--- src/design/mcr_pkg.sv ---
package mcr_pkg;

   localparam logic FUNC_START = 1'b0;
   localparam logic FUNC_STEP  = 1'b1;

   localparam int DEC_START    = 3;
   localparam int DEC_INC_EAST = 6;
   localparam int DEC_INC_DIAG = 10;

   localparam int POINTS      = 16;
   localparam int POINT_IDX_W = $clog2(POINTS);

   localparam int QUEUE_DEPTH = 2;
   localparam int QUEUE_PTR_W = $clog2(QUEUE_DEPTH);

   typedef struct packed {
      logic invalid;
      logic done;
   } ctl_type;

endpackage

--- src/design/mcr_front.sv ---
module mcr_front #(
   parameter int COORD_BITS = 10
) (
   input  logic                               clock,
   input  logic                               reset,
   input  logic                               req_tvalid,
   output logic                               req_tready,
   input  logic                               req_tuser,
   input  logic [8*((3*COORD_BITS+7)/8)-1:0]  req_tdata,
   input  logic                               q_full,
   output logic                               q_push,
   output mcr_pkg::ctl_type                   q_ctl,
   output logic [2*COORD_BITS+4*(COORD_BITS+1)-1:0] q_data
);

   localparam int AW = COORD_BITS + 1;
   localparam int DW = COORD_BITS + 6;

   logic [COORD_BITS-1:0] cx_ff, cx_in;
   logic [COORD_BITS-1:0] cy_ff, cy_in;
   logic [AW-1:0]         x_ff, x_in;
   logic [AW-1:0]         y_ff, y_in;
   logic signed [DW-1:0]  d_ff, d_in;
   logic                  active_ff, active_in;

   logic                  accept;
   logic                  is_step;
   logic                  can_step;
   logic [AW-1:0]         x1;
   logic [AW-1:0]         y1;
   logic signed [DW-1:0]  d1;
   logic signed [DW-1:0]  x1w;
   logic                  done;
   logic [COORD_BITS-1:0] radius;

   assign req_tready = !q_full;
   assign accept     = req_tvalid && !q_full;
   assign is_step    = (req_tuser == mcr_pkg::FUNC_STEP);
   assign can_step   = active_ff && (x_ff < y_ff);
   assign radius     = req_tdata[3*COORD_BITS-1:2*COORD_BITS];

   always_comb begin
      x1  = x_ff + AW'(1);
      x1w = DW'(x1);
      if (d_ff[DW-1]) begin
         y1 = y_ff;
         d1 = d_ff + (x1w <<< 2) + DW'(mcr_pkg::DEC_INC_EAST);
      end else begin
         y1 = y_ff - AW'(1);
         d1 = d_ff + ((x1w - DW'(y1)) <<< 2) + DW'(mcr_pkg::DEC_INC_DIAG);
      end
      done = (x1 >= y1);
   end

   assign q_push       = accept && is_step;
   assign q_ctl.invalid = !can_step;
   assign q_ctl.done    = !can_step || done;
   assign q_data        = {cx_ff, cy_ff, x_ff, y_ff, x1, y1};

   always_comb begin
      cx_in     = cx_ff;
      cy_in     = cy_ff;
      x_in      = x_ff;
      y_in      = y_ff;
      d_in      = d_ff;
      active_in = active_ff;
      if (accept) begin
         if (!is_step) begin
            cx_in     = req_tdata[COORD_BITS-1:0];
            cy_in     = req_tdata[2*COORD_BITS-1:COORD_BITS];
            x_in      = '0;
            y_in      = AW'(radius);
            d_in      = DW'(mcr_pkg::DEC_START) - (DW'(radius) <<< 1);
            active_in = 1'b1;
         end else if (can_step) begin
            x_in      = x1;
            y_in      = y1;
            d_in      = d1;
            active_in = !done;
         end else begin
            active_in = 1'b0;
         end
      end
   end

   always_ff @(posedge clock) begin
      if (reset) begin
         active_ff <= 1'b0;
      end else begin
         active_ff <= active_in;
      end
      cx_ff <= cx_in;
      cy_ff <= cy_in;
      x_ff  <= x_in;
      y_ff  <= y_in;
      d_ff  <= d_in;
   end

endmodule

--- src/design/mcr_queue.sv ---
module mcr_queue #(
   parameter int WIDTH = 8
) (
   input  logic             clock,
   input  logic             reset,
   input  logic             push,
   input  logic [WIDTH-1:0] push_data,
   output logic             full,
   input  logic             pop,
   output logic             empty,
   output logic [WIDTH-1:0] pop_data
);

   localparam int PW = mcr_pkg::QUEUE_PTR_W;
   localparam int CW = PW + 1;

   logic [WIDTH-1:0] mem_ff [mcr_pkg::QUEUE_DEPTH];
   logic [PW-1:0]    wr_ptr_ff, wr_ptr_in;
   logic [PW-1:0]    rd_ptr_ff, rd_ptr_in;
   logic [CW-1:0]    count_ff, count_in;

   assign full     = (count_ff == CW'(mcr_pkg::QUEUE_DEPTH));
   assign empty    = (count_ff == '0);
   assign pop_data = mem_ff[rd_ptr_ff];

   always_comb begin
      wr_ptr_in = push ? wr_ptr_ff + PW'(1) : wr_ptr_ff;
      rd_ptr_in = pop ? rd_ptr_ff + PW'(1) : rd_ptr_ff;
      count_in  = count_ff;
      if (push && !pop) begin
         count_in = count_ff + CW'(1);
      end else if (pop && !push) begin
         count_in = count_ff - CW'(1);
      end
   end

   always_ff @(posedge clock) begin
      if (reset) begin
         wr_ptr_ff <= '0;
         rd_ptr_ff <= '0;
         count_ff  <= '0;
      end else begin
         wr_ptr_ff <= wr_ptr_in;
         rd_ptr_ff <= rd_ptr_in;
         count_ff  <= count_in;
      end
      if (push) begin
         mem_ff[wr_ptr_ff] <= push_data;
      end
   end

endmodule

--- src/design/mcr_back.sv ---
module mcr_back #(
   parameter int COORD_BITS = 10
) (
   input  logic                                     clock,
   input  logic                                     reset,
   input  logic                                     q_empty,
   input  mcr_pkg::ctl_type                         q_ctl,
   input  logic [2*COORD_BITS+4*(COORD_BITS+1)-1:0] q_data,
   output logic                                     q_pop,
   output logic                                     rsp_tvalid,
   input  logic                                     rsp_tready,
   output logic [8*((2*(COORD_BITS+2)+7)/8)-1:0]    rsp_tdata,
   output logic [1:0]                               rsp_tuser,
   output logic                                     rsp_tlast
);

   localparam int AW  = COORD_BITS + 1;
   localparam int OW  = COORD_BITS + 2;
   localparam int ODW = 8 * ((2 * OW + 7) / 8);
   localparam int IW  = mcr_pkg::POINT_IDX_W;

   logic                  busy_ff, busy_in;
   logic [IW-1:0]         idx_ff, idx_in;
   mcr_pkg::ctl_type      ctl_ff;
   logic [COORD_BITS-1:0] cx_ff, cy_ff;
   logic [AW-1:0]         x0_ff, y0_ff, x1_ff, y1_ff;

   logic                  out_valid_ff, out_valid_in;
   logic signed [OW-1:0]  px_ff, py_ff;
   logic                  pvalid_ff, last_ff, done_ff;

   logic                  adv;
   logic                  fin;
   logic                  load;
   logic [AW-1:0]         a, b, dx, dy;
   logic signed [OW-1:0]  dxw, dyw;
   logic signed [OW-1:0]  px, py;

   always_comb begin
      a  = idx_ff[3] ? x1_ff : x0_ff;
      b  = idx_ff[3] ? y1_ff : y0_ff;
      dx = idx_ff[2] ? b : a;
      dy = idx_ff[2] ? a : b;
      dxw = OW'(dx);
      dyw = OW'(dy);
      px = OW'(cx_ff) + (idx_ff[0] ? -dxw : dxw);
      py = OW'(cy_ff) + (idx_ff[1] ? -dyw : dyw);
   end

   assign adv   = busy_ff && (!out_valid_ff || rsp_tready);
   assign fin   = adv && (ctl_ff.invalid || (idx_ff == IW'(mcr_pkg::POINTS - 1)));
   assign load  = (!busy_ff || fin) && !q_empty;
   assign q_pop = load;

   always_comb begin
      busy_in = busy_ff;
      idx_in  = idx_ff;
      if (load) begin
         busy_in = 1'b1;
         idx_in  = '0;
      end else if (fin) begin
         busy_in = 1'b0;
      end else if (adv) begin
         idx_in = idx_ff + IW'(1);
      end
      if (adv) begin
         out_valid_in = 1'b1;
      end else if (rsp_tready) begin
         out_valid_in = 1'b0;
      end else begin
         out_valid_in = out_valid_ff;
      end
   end

   always_ff @(posedge clock) begin
      if (reset) begin
         busy_ff      <= 1'b0;
         idx_ff       <= '0;
         out_valid_ff <= 1'b0;
      end else begin
         busy_ff      <= busy_in;
         idx_ff       <= idx_in;
         out_valid_ff <= out_valid_in;
      end
      if (load) begin
         ctl_ff <= q_ctl;
         {cx_ff, cy_ff, x0_ff, y0_ff, x1_ff, y1_ff} <= q_data;
      end
      if (adv) begin
         if (ctl_ff.invalid) begin
            px_ff     <= '0;
            py_ff     <= '0;
            pvalid_ff <= 1'b0;
         end else begin
            px_ff     <= px;
            py_ff     <= py;
            pvalid_ff <= 1'b1;
         end
         last_ff <= fin;
         done_ff <= ctl_ff.done;
      end
   end

   assign rsp_tvalid = out_valid_ff;
   assign rsp_tdata  = ODW'({py_ff, px_ff});
   assign rsp_tuser  = {done_ff, pvalid_ff};
   assign rsp_tlast  = last_ff;

endmodule

--- src/design/midpoint_circle_raster.sv ---
// A start transaction yields no results.
// A step transaction is pushed into the queue, loaded into the back end and registered at the
// output: sixteen results per step, one result per cycle while rsp_tready holds high.
// A step with no active circle yields a single result.
// Synchronous reset clears the control state; no circle is active after reset.
module midpoint_circle_raster #(
   parameter int COORD_BITS = 10
) (
   input  logic                                  clock,
   input  logic                                  reset,
   input  logic                                  req_tvalid,
   output logic                                  req_tready,
   input  logic                                  req_tuser,   // func
   input  logic [8*((3*COORD_BITS+7)/8)-1:0]     req_tdata,   // center_x, center_y, radius
   output logic                                  rsp_tvalid,
   input  logic                                  rsp_tready,
   output logic [8*((2*(COORD_BITS+2)+7)/8)-1:0] rsp_tdata,   // pixel_x, pixel_y
   output logic [1:0]                            rsp_tuser,   // pixel_valid, circle_done
   output logic                                  rsp_tlast
);

   localparam int PW = 2 * COORD_BITS + 4 * (COORD_BITS + 1);
   localparam int CW = $bits(mcr_pkg::ctl_type);

   logic             q_full;
   logic             q_push;
   logic             q_pop;
   logic             q_empty;
   mcr_pkg::ctl_type push_ctl;
   mcr_pkg::ctl_type pop_ctl;
   logic [PW-1:0]    push_data;
   logic [PW-1:0]    pop_data;

   mcr_front #(.COORD_BITS(COORD_BITS)) u_front (
      .clock      (clock),
      .reset      (reset),
      .req_tvalid (req_tvalid),
      .req_tready (req_tready),
      .req_tuser  (req_tuser),
      .req_tdata  (req_tdata),
      .q_full     (q_full),
      .q_push     (q_push),
      .q_ctl      (push_ctl),
      .q_data     (push_data)
   );

   mcr_queue #(.WIDTH(CW + PW)) u_queue (
      .clock     (clock),
      .reset     (reset),
      .push      (q_push),
      .push_data ({push_ctl, push_data}),
      .full      (q_full),
      .pop       (q_pop),
      .empty     (q_empty),
      .pop_data  ({pop_ctl, pop_data})
   );

   mcr_back #(.COORD_BITS(COORD_BITS)) u_back (
      .clock      (clock),
      .reset      (reset),
      .q_empty    (q_empty),
      .q_ctl      (pop_ctl),
      .q_data     (pop_data),
      .q_pop      (q_pop),
      .rsp_tvalid (rsp_tvalid),
      .rsp_tready (rsp_tready),
      .rsp_tdata  (rsp_tdata),
      .rsp_tuser  (rsp_tuser),
      .rsp_tlast  (rsp_tlast)
   );

endmodule
--- config.mk ---
export PLATFORM = sky130hd
export DESIGN_NAME = midpoint_circle_raster
export DESIGN_NICKNAME = d
export VERILOG_FILES = /design/src/design/mcr_pkg.sv /design/src/design/mcr_front.sv /design/src/design/mcr_queue.sv /design/src/design/mcr_back.sv /design/src/design/midpoint_circle_raster.sv
export SDC_FILE = /design/constraint.sdc
export NUM_CORES = 1
export LEC_CHECK = 0
export ABC_AREA = 1
export BUFFER_PORTS_ARGS = -buffer_cell sky130_fd_sc_hd__buf_2
export CORE_MARGIN = 2
export CORE_UTILIZATION = 60
export CTS_CLUSTER_DIAMETER = 30
export DETAILED_ROUTE_END_ITERATION = 10
export MAX_ROUTING_LAYER = met4
export PLACE_DENSITY = 0.78
export RECOVER_POWER = 25
export SYNTH_ARGS = -nofsm -noshare
export SYNTH_HDL_FRONTEND = slang
export SYNTH_SLANG_ARGS = --single-unit
--- constraint.sdc ---
create_clock -name clock -period 4.58 [get_ports clock]
set_input_delay 0.687 -clock clock [delete_from_list [all_inputs] [get_ports clock]]
set_output_delay 0.687 -clock clock [all_outputs]
set_load 0.02 [all_outputs]
==> results of run 1 <==
==> how the worst max path moves through the flow <==
stage,to,slack [ns],cells after the start
global placement,u_front.d_ff[15]$_DFFE_PP_,0.30,25
global route,u_front.d_ff[15]$_DFFE_PP_,0.001,23
floorplan,u_queue.mem_ff[0][0]$_DFFE_PP_,0.30,4
CTS,u_front.d_ff[15]$_DFFE_PP_,0.11,25
detailed placement,u_front.d_ff[15]$_DFFE_PP_,0.22,25
finish,u_front.d_ff[15]$_DFFE_PP_,0.33,25
==> routing by layer <==
| metal | vias up | share of wire, % | GRT usage [%] |
|---|---|---|---|
| met5 | - | 0 | - |
| met4 | 0 | 3.0 | 9.88 |
| met3 | 85 | 6.5 | 3.62 |
| met2 | 451 | 49 | 45.8 |
| met1 | 5579 | 41 | 35.1 |
| li1 | 5673 | - | - |
==> kinds of logic after synthesis <==
family                   Yosys count  synth area share, %
adder cells (fa/ha/maj)          114                 9.40
XOR/XNOR                          45                 2.53
AND/OR/NAND/NOR                  726                 19.2
flip-flops                       293                 55.8
buffers and inverters            179                 4.73
AO/OA/AOI/OAI                    237                 8.31
==> placed cells by master, fill, tap and decap left out, drive strengths merged, types with 32 or more instances in the layout <==
cell type	n
edfxtp	282
xor2	32
inv	158
clkbuf	63
buf	84
nand3	85
nand2	507
o21ai	104
a21oi	101
nor2	101
ha	109
==> layout make-up <==
type                            instances  area [um^2]  area share (%)
Clock inverter                         41          417            2.29
Timing Repair Buffer                   89          508            2.79
Clock buffer                           58         1380            7.57
Inverter                              138          520            2.86
Multi-Input combinational cell       1122         6260            34.4
Tap cell                              330          413            2.27
Sequential cell                       293         8690            47.8
==> metrics by stage <==
stage,utilization [%],setup slack (ns),cell area (um^2)
global route,71.8,0.00141,18200
floorplan,-,0.299,15600
detailed placement,64.2,0.223,16300
global placement,64.2,0.301,16300
finish,71.8,0.331,18200
CTS,71.3,0.108,18100
==> state kept, by name (all words and copies together) (netlist names), 4 cells and up <==
register,count
u_back.cx_ff,10
u_back.x0_ff,11
u_back.py_ff,12
u_back.y1_ff,11
u_front.d_ff,15
u_front.y_ff,11
u_back.x1_ff,11
u_back.y0_ff,11
u_back.idx_ff,4
u_back.px_ff,12
u_queue.mem_ff,132
u_front.cx_ff,10
u_front.x_ff,11
u_front.cy_ff,10
u_back.cy_ff,10
==> power by group <==
| group | switching, mW | internal, mW |
|---|---|---|
| Sequential | 0.296 | 3.88 |
| Clock | 1.46 | 2.36 |
| Combinational | 3.39 | 1.63 |
| Total | 5.15 | 7.87 |
==> timing repair <==
| item | 4_1_cts | 5_1_grt |
|---|---|---|
| setup endpoints to repair | 0 | 6 |
| resized for setup | 0 | 23 |
| setup buffers | 0 | 7 |
==> summary.md, run 1 <==
| Metric | Value |
|---|---|
| # clock sinks | `293` |
| Yosys top cell by area | `edfxtp_1` |
| Worst r2r src | `u_front.x_ff[1]$_SDFFCE_PN0P_` |
| Final Max Tran Viols | `0` |
| Post-synth ARST share | `0%` |
| Largest net degree at the start of global routing | `69` |
| Power Dens Cells | `716 nW/um^2` |
| Slowest stage delay, CP | `0.43 ns` |
| Num rows | `58` |
| Drt first pass iters | `6` |
| Max Cap Viol | `0` |
| HP Start | `req_tdata[4]` |
| Final hold violation count | `0` |
| Non-Filler Instances | `2071` |
| RR Endpoint | `u_front.d_ff[15]$_DFFE_PP_` |
| TritonCTS clock tree | `built` |
| Cell with the most instances after synthesis | `nand2_1` |
| GRT overflow | `0` |
| #FFs+latches synth | `293` |
| IO Count | `66` |
| Wire length per cell | `17.4 um` |
| EDFF count, synth | `282` |
| Synth cell count leaders | `486 x nand2_1, 282 x edfxtp_1, 132 x inv_1` |
| Crit path launch type | `flip-flop` |
| Nets | `1849` |
| Drt initial violations | `868` |
| Crit-path max FO | `5` |
| Setup TNS Final | `0 ns` |
| Run status | `finished clean` |
| Worst Path Arrival | `4.55 ns` |
| Slew headroom | `29.4%` |
| Core Box Area | `25300 um^2` |
| WS Path Type | `flip-flop to flip-flop` |
| Distinct cells, synth | `44` |
| Initial antenna violation count | `0` |
| Buffers added on ports | `63` |
| WP data required | `4.88 ns` |
| Drt total wl | `36.1 mm` |
| Synth Instances | `1594` |
| Vias per cell | `5.69` |
| Hold Path End | `u_front.cx_ff[4]$_DFFE_PP_` |
| Mapped Nets | `1745` |
| Tcrit/Tclk final | `92.8%` |
| Least-Margin Pin Slew | `1.06 ns` |
| Worst hold stages | `1` |
| Sequential share of the synthesized area | `55.8%` |
| Worst hold slack | `0.290 ns` |
| Clk buf depth | `3` |
| DR vias | `11.8k` |
| Slowest CP cell | `edfxtp_1` |
| Initial Util | `61.5%` |
| Tot GR Track Use | `27.6%` |
| Reg2reg setup slack | `0.33 ns` |
| Achievable Freq | `235 MHz` |
| Number of synthesis warnings | `0` |
| Clk slew on worst S/H paths | `0.06 ns` |
| Post-route ant nets | `0` |
| Crit path launch | `u_front.x_ff[1]$_SDFFCE_PN0P_` |
| Clk root buf | `clkbuf_16` |
| Leading cell types by total area after synthesis | `edfxtp_1 54%, nand2_1 12%, ha_1 8.8%` |
| Setup violators final | `0` |
| Die width | `165 um` |
| Total Power | `13.0 mW` |
| P&R area growth vs syn | `16.8%` |
| Most used cell, CP | `nand2_1` |
| Die area | `27300 um^2` |
| Fillers | `1659` |
| Critical Path End Type | `flip-flop` |
| Post-CTS Hold Fix Bufs | `0` |
| Num CTS Buffers | `54` |
| Most used DFF post-synth | `edfxtp_1` |
| GP Congestion | `0.979` |
| DP HPWL | `24.6 mm` |
| R2r worst-path depth | `25` |
| Skew final | `0.0235 ns` |
| Synthesized area per cell | `9.77 um^2` |
| Worst path top cell family by delay | `simple AND/OR/NAND/NOR gates` |
| Top-area cell type share of the netlist area | `54.4%` |
| # H-tree levels | `2` |
| RSZ-0062 raised after global routing | `no` |
| Die Y | `165 um` |
| DRC viols | `0` |
| Tmin final | `4.25 ns` |
| Leakage | `7.72 nW` |
| Placed cells | `1965` |
| Clk_lat worst skew | `0.57 ns` |
| Global-route wire length before repair | `56.6 mm` |
| Share of cells above drive strength 1 | `14.0%` |
| ANT cells | `0` |
| Vias in the first global route | `11.6k` |
| Hold WC Path Type | `primary input to flip-flop` |
| VDD IR max | `0.505 mV` |
| Syn Std Cell Area | `15600 um^2` |
| Bufs and invs on worst path | `2` |
Power figures use the tool's default switching activity.
==> run 2: changes to the inputs <==
SYNTH_HIERARCHICAL = 1   (was not set)
==> summary.md, run 2 <==
| Metric | Value |
|---|---|
| Reg2reg setup slack | `0.18 ns (was 0.33 ns)` |
| Num CTS Buffers | `50 (was 54)` |
| Int Power | `7.91 mW (was 7.87 mW)` |
| Worst path top cell family by delay | `adder cells (was simple AND/OR/NAND/NOR gates)` |
| Tot GR Track Use | `27.2% (was 27.6%)` |
| Most used cell, CP | `nand2_1 (unchanged)` |
| # clock sinks | `294 (was 293)` |
| Total Power | `12.7 mW (was 13.0 mW)` |
| Setup violators final | `0 (unchanged)` |
| Die Y | `168 um (was 165 um)` |
| TritonCTS clock tree | `built (unchanged)` |
| Placed inst area | `16700 um^2 (was 16300 um^2)` |
| Synth cell count leaders | `302 x nand2_1, 282 x edfxtp_1, 156 x inv_1 (was 486 x nand2_1, 282 x edfxtp_1, 132 x inv_1)` |
| Max Cap Viol | `0 (unchanged)` |
| VDD IR max | `0.541 mV (was 0.505 mV)` |
| Sw frac | `37.9% (was 39.5%)` |
| Worst Path Arrival | `4.69 ns (was 4.55 ns)` |
| Num rows | `59 (was 58)` |
| Final hold violation count | `0 (unchanged)` |
| CP cell instances | `buf_4 > nand3_1 > xor2_1 > inv_1 > ha_1 > a21oi_1 > o21ai_1 > a21oi_1 > o21ai_1 > xnor2_1 > inv_1 > ha_1 > ha_1 > a21oi_1 > nand2_1 > nand2_1 > nand2_1 > nor2_1 > nand3_1 > nand3_1 > nand2_1 > nand2_1 > nand2_1` |
| Drt total wl | `37.3 mm (was 36.1 mm)` |
| Critical Path End Type | `flip-flop (unchanged)` |
| Slowest stage delay, CP | `0.50 ns (was 0.43 ns)` |
| Clk buf depth | `3 (unchanged)` |
| Yosys top cell by area | `edfxtp_1 (unchanged)` |
| Clk root buf | `clkbuf_16 (unchanged)` |
| Top flop regs | `u_queue/mem_ff: 132 flops, u_front/d_ff: 15 flops (was u_queue.mem_ff: 132 flops, u_front.d_ff: 15 flops)` |
| R2r worst-path depth | `23 (was 25)` |
| Achievable Freq | `227 MHz (was 235 MHz)` |
| Vias in the first global route | `11.2k (was 11.6k)` |
| ANT cells | `0 (unchanged)` |
| DR vias | `11.3k (was 11.8k)` |
| EDFF count, synth | `282 (unchanged)` |
| Slowest CP cell | `edfxtp_1 (unchanged)` |
| Synth Instances | `1502 (was 1594)` |
| P_sw | `4.82 mW (was 5.15 mW)` |
| Worst r2r src | `u_front/x_ff[2]$_SDFFCE_PN0P_ (was u_front.x_ff[1]$_SDFFCE_PN0P_)` |
| Core Box Area | `26200 um^2 (was 25300 um^2)` |
| DRC viols | `0 (unchanged)` |
| IO Count | `66 (unchanged)` |
| Initial Util | `61.5% (about the same)` |
| Post-route ant nets | `0 (unchanged)` |
| Run status | `finished clean (unchanged)` |
| P&R area growth vs syn | `15.3% (was 16.8%)` |
| Comb power frac | `38.4% (was 38.5%)` |
| Worst hold slack | `0.299 ns (was 0.290 ns)` |
| Skew final | `0.0239 ns (was 0.0235 ns)` |
| Fillers | `1734 (was 1659)` |
| Levels on crit path | `23 (was 25)` |
| GRT overflow | `0 (unchanged)` |
| Share of cells above drive strength 1 | `18.6% (was 14.0%)` |
| Cell with the most instances after synthesis | `nand2_1 (unchanged)` |
| WS Path Type | `flip-flop to flip-flop (unchanged)` |
| Crit-path max FO | `7 (was 5)` |
| Die width | `168 um (was 165 um)` |
| Worst hold stages | `1 (unchanged)` |
| DP HPWL | `24.9 mm (was 24.6 mm)` |
| HP Start | `req_tdata[1] (was req_tdata[4])` |
| Clk_lat worst skew | `0.56 ns (was 0.57 ns)` |
| Initial antenna violation count | `0 (unchanged)` |
| Synthesized area per cell | `10.7 um^2 (was 9.77 um^2)` |
| Clk slew on worst S/H paths | `0.06 ns (about the same)` |
| Pre-CTS WS | `0.132 ns (was 0.223 ns)` |
| Hold Path End | `u_front/cx_ff[1]$_DFFE_PP_ (was u_front.cx_ff[4]$_DFFE_PP_)` |
| Mapped Nets | `1657 (was 1745)` |
| Slew headroom | `31.4% (was 29.4%)` |
| Leading cell types by total area after synthesis | `edfxtp_1 53%, ha_1 8.8%, nand2_1 7.0% (was edfxtp_1 54%, nand2_1 12%, ha_1 8.8%)` |
| Number of synthesis warnings | `6 (was 0)` |
| Sequential power share | `32.7% (was 32.1%)` |
| WP data required | `4.87 ns (was 4.88 ns)` |
| Top-area cell type share of the netlist area | `52.6% (was 54.4%)` |
| Syn Std Cell Area | `16100 um^2 (was 15600 um^2)` |
| Power Dens Cells | `686 nW/um^2 (was 716 nW/um^2)` |
| Tcrit/Tclk final | `96.0% (was 92.8%)` |
| Global-route wire length before repair | `58.1 mm (was 56.6 mm)` |
| GP Congestion | `0.973 (was 0.979)` |
| Post-synth ARST share | `0% (unchanged)` |
| Crit path launch type | `flip-flop (unchanged)` |
| Nets | `1762 (was 1849)` |
| Commonest non-fill, non-tap cells in the layout | `302 x nand2_1, 282 x edfxtp_1, 154 x inv_1 (was 486 x nand2_1, 282 x edfxtp_1, 130 x inv_1)` |
| Distinct cells, synth | `50 (was 44)` |
| Drt first pass iters | `6 (unchanged)` |
| Sequential share of the synthesized area | `54.1% (was 55.8%)` |
| # H-tree levels | `2 (unchanged)` |
| Final Max Tran Viols | `0 (unchanged)` |
| Largest net degree at the start of global routing | `67 (was 69)` |
| Setup WS post-layout | `0.181 ns (was 0.331 ns)` |
| Commonest non-fill, non-tap cell in the layout | `nand2_1 (unchanged)` |
| Final instance area | `18600 um^2 (was 18200 um^2)` |
| #FFs+latches synth | `294 (was 293)` |
| Leakage | `7.81 nW (was 7.72 nW)` |
| Buffers added on ports | `63 (unchanged)` |
| RR Endpoint | `u_front/d_ff[15]$_DFFE_PP_ (was u_front.d_ff[15]$_DFFE_PP_)` |
| Tmin final | `4.40 ns (was 4.25 ns)` |
| Reg with most FFs | `u_queue/mem_ff (was u_queue.mem_ff)` |
| Drt initial violations | `851 (was 868)` |
| Post-CTS Hold Fix Bufs | `0 (unchanged)` |
| Clock power frac | `28.8% (was 29.4%)` |
| Wire length per cell | `18.8 um (was 17.4 um)` |
| Hold WC Path Type | `primary input to flip-flop (unchanged)` |
| Vias per cell | `5.72 (was 5.69)` |
| Bufs and invs on worst path | `3 (was 2)` |
| Max FFs per register | `132 (unchanged)` |
| Fin util | `70.8% (was 71.8%)` |
| Die area | `28200 um^2 (was 27300 um^2)` |
| Most used DFF post-synth | `edfxtp_1 (unchanged)` |
| Least-Margin Pin Slew | `1.03 ns (was 1.06 ns)` |
[run 2: cell count changes after synthesis, moves of 6 or more]
cell / delta
a21o_1: +6
a21oi_1: -11
buf_2: +6
clkbuf_1: -22
inv_1: +24
mux2_2: +26
mux2_4: +40
nand2_1: -184
nand2_4: +6
nand4_1: +8
o21ai_0: -29
o21ai_2: +6
[run 2: cell type report]
| type | count | area, um^2 | area share (%) |
|---|---|---|---|
| clock buffer | 57 | 1280 | 6.88 |
| clock inverter | 35 | 407 | 2.19 |
| inverter | 164 | 621 | 3.34 |
| multi-input combinational | 1010 | 6600 | 35.6 |
| sequential | 294 | 8710 | 46.9 |
| tap | 335 | 419 | 2.26 |
| timing repair buffer | 87 | 523 | 2.82 |
[run 2: worst register-to-register path, delay by kind of cell, from the launching register on]
kind	cells	cell delay [ns]
compound gates	5	0.88
simple gates	10	0.83
xor+xnor	2	0.43
flops	1	0.50
fa+ha+maj	3	1.03
buf+inv	3	0.47
[run 2: per-stage QoR]
stage          TNS (ns)  std cells
2_1_floorplan         0       1502
3_3_place_gp          0       1880
3_5_place_dp          0       1880
4_1_cts               0       1972
5_1_grt          -0.119       1982
6_report              0       1982
[run 2: worst max path at each step]
| stage | startpoint | endpoint | slack, ns |
|---|---|---|---|
| final | u_front/x_ff[2]$_SDFFCE_PN0P_ | u_front/d_ff[15]$_DFFE_PP_ | 0.18 |
| after global routing | u_front/x_ff[2]$_SDFFCE_PN0P_ | u_front/d_ff[15]$_DFFE_PP_ | -0.09 |
| after CTS | u_front/x_ff[1]$_SDFFCE_PN0P_ | u_front/d_ff[15]$_DFFE_PP_ | 0.07 |
| after detailed placement | u_front/x_ff[1]$_SDFFCE_PN0P_ | u_front/d_ff[15]$_DFFE_PP_ | 0.13 |
| after global placement | u_front/x_ff[1]$_SDFFCE_PN0P_ | u_front/d_ff[15]$_DFFE_PP_ | 0.23 |
| after floorplan | u_front/x_ff[0]$_SDFFCE_PN0P_ | u_front/d_ff[15]$_DFFE_PP_ | 0.70 |
[run 2: layer usage]
| metal | GRT usage [%] | vias up | routed length [um] |
|---|---|---|---|
| li1 | - | 5438 | - |
| met1 | 32.2 | 5385 | 14700 |
| met2 | 47.1 | 415 | 19000 |
| met3 | 3.31 | 105 | 1960 |
| met4 | 11.9 | 0 | 1610 |
| met5 | - | - | 0 |
[run 2: repair_timing]
item                       in CTS  in global routing
gates resized for setup         0                 10
setup endpoints to repair       0                  6
setup buffers                   0                 10
[run 2: power by group through the flow]
stage	clock, mW	sequential [mW]	combinational, mW
after floorplan	0	4.17	3.53
after global placement	0	4.18	4.62
after detailed placement	0	4.20	4.73
after CTS	3.71	4.17	4.81
after global routing	3.84	4.22	5.45
final	3.67	4.17	4.89
[run 2: cells by family (layout without fill, tap and decap cells)]
logic type,after synthesis,count (layout),synth area share (%)
buf+inv,198,343,5.43
simple gates,574,574,15.8
mux,66,66,5.55
fa+ha+maj,118,118,9.40
compound gates,205,205,7.16
xor+xnor,47,47,2.60
flops,294,294,54.1
